File: config.mk
export PLATFORM = sky130hd
export DESIGN_NAME = tstt_ctrl
export DESIGN_NICKNAME = d
export VERILOG_FILES = /design/src/rtl/core/tstt_pkg.sv /design/src/rtl/core/tstt_ctrl.sv
export SDC_FILE = /design/constraint.sdc
export NUM_CORES = 1
export LEC_CHECK = 0
export BUFFER_PORTS_ARGS = -buffer_cell sky130_fd_sc_hd__buf_4
export CORE_AREA = 2 2 39 41
export DETAILED_ROUTE_END_ITERATION = 7
export DIE_AREA = 0 0 41 43
export PLACE_DENSITY_LB_ADDON = 0.1
export RECOVER_POWER = 25
export SLEW_MARGIN = 20
export SYNTH_ARGS = -nofsm -noshare
export SYNTH_HDL_FRONTEND = slang
export SYNTH_SLANG_ARGS = --single-unit
File: constraint.sdc
create_clock -name clk -period 2.1 [get_ports clk]
set_input_delay 0.42 -clock clk [delete_from_list [all_inputs] [get_ports clk]]
set_output_delay 0.42 -clock clk [all_outputs]
set_load 0.005 [all_outputs]
File: src/rtl/core/tstt_pkg.sv
// ----------------------------------------------------------------------------
// tstt_pkg
// Shared types, constants and score helpers for the two-slot
// transposition table.
// ----------------------------------------------------------------------------
package tstt_pkg;

    localparam int unsigned ENTRIES = 16384;
    localparam int unsigned IDX_W   = $clog2(ENTRIES);
    localparam int unsigned TAG_W   = 64 - IDX_W;
    localparam int unsigned CFG_W   = 15;

    // Configuration register indexes
    localparam logic CFG_MATE_SCORE  = 1'b0;
    localparam logic CFG_MATE_WINDOW = 1'b1;

    // Operation codes
    localparam logic FUNC_STORE = 1'b0;
    localparam logic FUNC_PROBE = 1'b1;

    // Bound kinds
    localparam logic [1:0] KIND_EXACT = 2'd0;
    localparam logic [1:0] KIND_UPPER = 2'd1;
    localparam logic [1:0] KIND_LOWER = 2'd2;

    localparam logic [15:0] MATE_SCORE_RST  = 16'd30000;
    localparam logic [7:0]  MATE_WINDOW_RST = 8'd64;

    typedef struct packed {
        logic                    valid;
        logic [TAG_W-1:0]        tag;
        logic [31:0]             move;
        logic signed [15:0]      score;
        logic [7:0]              age;
        logic [7:0]              depth;
        logic [1:0]              kind;
    } slot_t;

    typedef struct packed {
        logic load;
        logic step1;
        logic step2;
        logic finish;
        logic clear;
    } cmd_t;

    typedef struct packed {
        logic clr_last;
    } status_t;

    // Clamp an 18-bit signed value to the 16-bit signed range
    function automatic logic signed [15:0] sat16(input logic signed [17:0] v);
        logic signed [15:0] r;
        if (v > 18'sd32767)
            r = 16'sh7fff;
        else if (v < -18'sd32768)
            r = 16'sh8000;
        else
            r = v[15:0];
        return r;
    endfunction

endpackage

File: src/rtl/core/tstt_ctrl.sv
// ----------------------------------------------------------------------------
// tstt_ctrl
// Sequencer for the transposition table: clearing pass after reset, then
// accept, memory read, evaluate and retire for each item.
// ----------------------------------------------------------------------------
module tstt_ctrl (
    input  logic              clk,
    input  logic              rst_n,
    input  logic              in_valid,
    output logic              in_ready,
    output logic              out_valid,
    input  logic              out_ready,
    input  tstt_pkg::status_t status,
    output tstt_pkg::cmd_t    cmd
);

    localparam logic [2:0] S_CLEAR = 3'd0;
    localparam logic [2:0] S_IDLE  = 3'd1;
    localparam logic [2:0] S_READ  = 3'd2;
    localparam logic [2:0] S_EVAL  = 3'd3;
    localparam logic [2:0] S_DONE  = 3'd4;

    logic [2:0] state_reg;
    logic [2:0] state_next;
    logic       out_valid_reg;
    logic       out_valid_next;

    assign in_ready  = (state_reg == S_IDLE);
    assign out_valid = out_valid_reg;

    always_comb
    begin
        cmd            = '0;
        state_next     = state_reg;
        out_valid_next = out_valid_reg;
        if (out_valid_reg && out_ready)
        begin
            out_valid_next = 1'b0;
        end
        unique case (state_reg)
            S_CLEAR:
            begin
                cmd.clear = 1'b1;
                if (status.clr_last)
                begin
                    state_next = S_IDLE;
                end
            end
            S_IDLE:
            begin
                if (in_valid)
                begin
                    cmd.load   = 1'b1;
                    state_next = S_READ;
                end
            end
            S_READ:
            begin
                cmd.step1  = 1'b1;
                state_next = S_EVAL;
            end
            S_EVAL:
            begin
                cmd.step2  = 1'b1;
                state_next = S_DONE;
            end
            S_DONE:
            begin
                // hold until the output register is free
                if (!out_valid_reg || out_ready)
                begin
                    cmd.finish     = 1'b1;
                    out_valid_next = 1'b1;
                    state_next     = S_IDLE;
                end
            end
            default:
            begin
                state_next = S_CLEAR;
            end
        endcase
    end

    always_ff @(posedge clk or negedge rst_n)
    begin
        if (!rst_n)
        begin
            state_reg     <= S_CLEAR;
            out_valid_reg <= 1'b0;
        end
        else
        begin
            state_reg     <= state_next;
            out_valid_reg <= out_valid_next;
        end
    end

    a_finish_free: assert property (@(posedge clk) disable iff (!rst_n)
        cmd.finish |-> (!out_valid_reg || out_ready))
        else $error("result retired over a waiting result");

    a_accept_read: assert property (@(posedge clk) disable iff (!rst_n)
        (in_valid && in_ready) |=> (state_reg == S_READ))
        else $error("accepted item did not start a read");

    a_clear_closed: assert property (@(posedge clk) disable iff (!rst_n)
        (state_reg == S_CLEAR) |-> !in_ready)
        else $error("item accepted during clearing pass");

    a_out_from_done: assert property (@(posedge clk) disable iff (!rst_n)
        $rose(out_valid_reg) |-> ($past(state_reg) == S_DONE))
        else $error("result shown without retire");

endmodule

==> key figures <==
Outcome
  – Status: completed

CTS
  – Root Buffer: clkbuf_4
  – Bufs on Longest Clock Path: 2
  – TritonCTS clock tree: yes
  – CTS H-tree lvls: 1
  – Setup bufs post-CTS: 0
  – Worst skew pair latency: 0.24 ns
  – Number of CTS-inserted buffers: 3
  – Clk sinks: 4
  – Worst-path clk slew: around 0.040 ns

Floorplan
  – Die area: about 1800 um^2
  – Die width: between 40 and 50 um
  – Starting Density: ~16%
  – Num rows: 14
  – Die Y-Extent: 43 um
  – Io pins: 12
  – Core area: between 1000 and 1500 um^2

Layout
  – Antenna diodes: 0
  – Final core utilization: approximately 25%
  – Fin cells: 51
  – Fillcell total: 159
  – Area Growth Syn to Fin: 56.25%
  – Share of layout cells above drive strength 1: 48.57%
  – Largest register FFs: 3
  – Nets@finish: 42

Worst setup path
  – R2r worst-path depth: 3
  – WP data required: about 1.7 ns
  – Worst Path Buf+Inv: 1
  – Slowest cell on the critical path: dfrtp_1
  – CP endpoint kind: output port
  – Reg2reg setup slack: between 0.9 and 1 ns
  – Worst setup path end: cmd[4]
  – Largest stage delay, worst path: approximately 0.44 ns
  – Critical path depth in cells: 3
  – Crit path kind: reg -> out
  – Worst path top cell family by delay: simple AND/OR/NAND/NOR gates
  – Reg2reg end: state_reg[0]
  – Worst setup SP type: flip-flop
  – CP max FO: 7
  – Worst EP arrival: ~1.2 ns
  – Crit path launch: state_reg[1]
  – R2R Path Start: state_reg[1]
  – CP cell instances: nor3b_1, and2_1, buf_4

Timing
  – Worst Slack Setup Final: about 0.44 ns
  – Worst hold slack: roughly 0.46 ns
  – Max_slew headroom: between 80% and 90%
  – Worst slew pin tran: approximately 0.24 ns
  – Final Setup Violations: 0
  – Fmax: ~0.6 GHz
  – Slew Viols, Final: 0
  – Setup TNS: 0 ns
  – Unrepaired setup endpoints after global routing: no
  – Clock Skews: around 0.0038 ns
  – Final period util: about four fifths
  – Final Hold Viols: 0
  – Min Tclk post-route: between 1.5 and 2 ns

Global route
  – Vias in the first global route: 229
  – First-pass GRT wire length: 883 um
  – Largest net degree at the start of global routing: 9
  – Initial antenna violation count: 0
  – GR Overflow Total: 0
  – Tot GR Track Use: 8.048%

Routing
  – WL per Instance: 9.569 um
  – DRT Pass-1 Iters: 1
  – Via count: between 200 and 250
  – DRC errors left: 0
  – Antenna viol nets, final: 0
  – Final wirelength: around 500 um
  – Via/cell ratio: roughly 4.0
  – First DRT Iteration DRCs: 0

Power and ir drop
  – Switching share of power: 33.46%
  – Leakage: about 0.17 nW
  – PwrDens: approximately 1300 nW/um^2
  – Flop pwr share: 35.1%
  – Clk network pwr share: about a fifth
  – Peak VDD IR: 618.2 uV
  – Comb power frac: 43.8%
  – Net switching power: 0.1521 mW
  – Cell-internal power: 0.3024 mW

Placed design
  – IO buf count: 11
  – # placed instances: 47
  – Placer Congestion: 0.6379
  – Post-place setup slack: roughly 0.67 ns

Logic synthesis
  – Mapped Cells: 21
  – Seq cells post-synth: 4
  – Ys Warns: 0
  – Distinct cells, synth: 15
  – Cell Area, Synth: 220.2 um^2
  – Sequential-to-total area share from yosys stat: between 40% and 50%
  – Syn avg cell area: 10.49 um^2
  – Post-synthesis net count: 26

Flow run
  – Max_cap viols: 0

Hold path
  – Hold path cells: 3
  – Hold Crit Class: in -> reg
[through the flow]
step	cell area, um^2	power, mW
global route	344.1	0.5002
floorplan	220.2	0.2601
detailed placement	315.3	0.3667
CTS	347.8	0.4667
finish	344.1	0.4544
global placement	315.3	0.3651
[synthesized netlist by cell type (all sizes together)]
cell type,count,area (um^2)
dfrtp,4,100.1
nor3,2,10.01
and3b,1,10.01
nand2,2,7.510
nor4b,1,8.760
nor2,2,10.01
or2,1,6.260
and3,1,11.26
or3,1,6.260
buf,1,7.510
o21bai,1,7.510
nor3b,2,15.01
and2,1,6.260
nand2b,1,13.76
[worst register-to-register path, delay by kind of cell, from the launching register on]
family / cells / cell delay (ns)
DFF: 1 / 0.45
and+or+nand+nor: 3 / 0.59
[cell type report]
cell class,instances,area [um^2],share of cell area [%]
multi-input cells,16,112.6,32.73
flip-flops and latches,4,100.1,29.09
repair buffers,12,88.84,25.82
clock buffers,3,22.52,6.545
well taps,16,20.02,5.818
[per-layer routing]
metal  vias to the layer above  track usage (%)  wire length [um]
met5                         -                0                 0
met4                         0            6.000                 0
met3                         0            4.712                36
met2                         9            10.63               243
met1                        92            9.061               208
li1                        104                -                 -
[worst min-delay path by stage]
stage / start / slack [ns] / end
detailed placement: rst_n / 0.22 / state_reg[1]
CTS: out_ready / 0.46 / out_valid
global route: out_ready / 0.47 / out_valid
floorplan: rst_n / 0.12 / out_valid
global placement: rst_n / 0.22 / state_reg[1]
finish: out_ready / 0.46 / out_valid
[power groups by stage]
stage               registers [mW]  logic, mW  clock network (mW)
finish                       0.160      0.199              0.0959
global route                 0.172      0.222               0.107
floorplan                    0.150      0.110                   0
global placement             0.164      0.202                   0
detailed placement           0.163      0.203                   0
CTS                          0.160      0.206               0.100
[cell usage in the layout (no fill, tap or decap), drive strengths merged]
cell         netlist  final
nor4b              1      1
and2               1      1
o21bai             1      1
buf                1     10
and3b              1      1
nor3b              2      2
nand2              2      2
or2                1      1
dfrtp              4      4
dlygate4sd3        0      1
and3               1      1
nand2b             1      1
nor2               2      2
or3                1      1
clkbuf             0      4
nor3               2      2
[timing repair]
action | CTS | global route
hold endpoints to repair | 4 | 0
resized for setup | 0 | 0
hold buffers | 1 | 0
[kinds of logic after synthesis]
logic type	share of synthesized area, %
AND/OR/NAND/NOR	47.73
AO/OA/AOI/OAI	3.410
buffers and inverters	3.410
flip-flops	45.46
No activity file was read; power rests on OpenSTA's default activity.
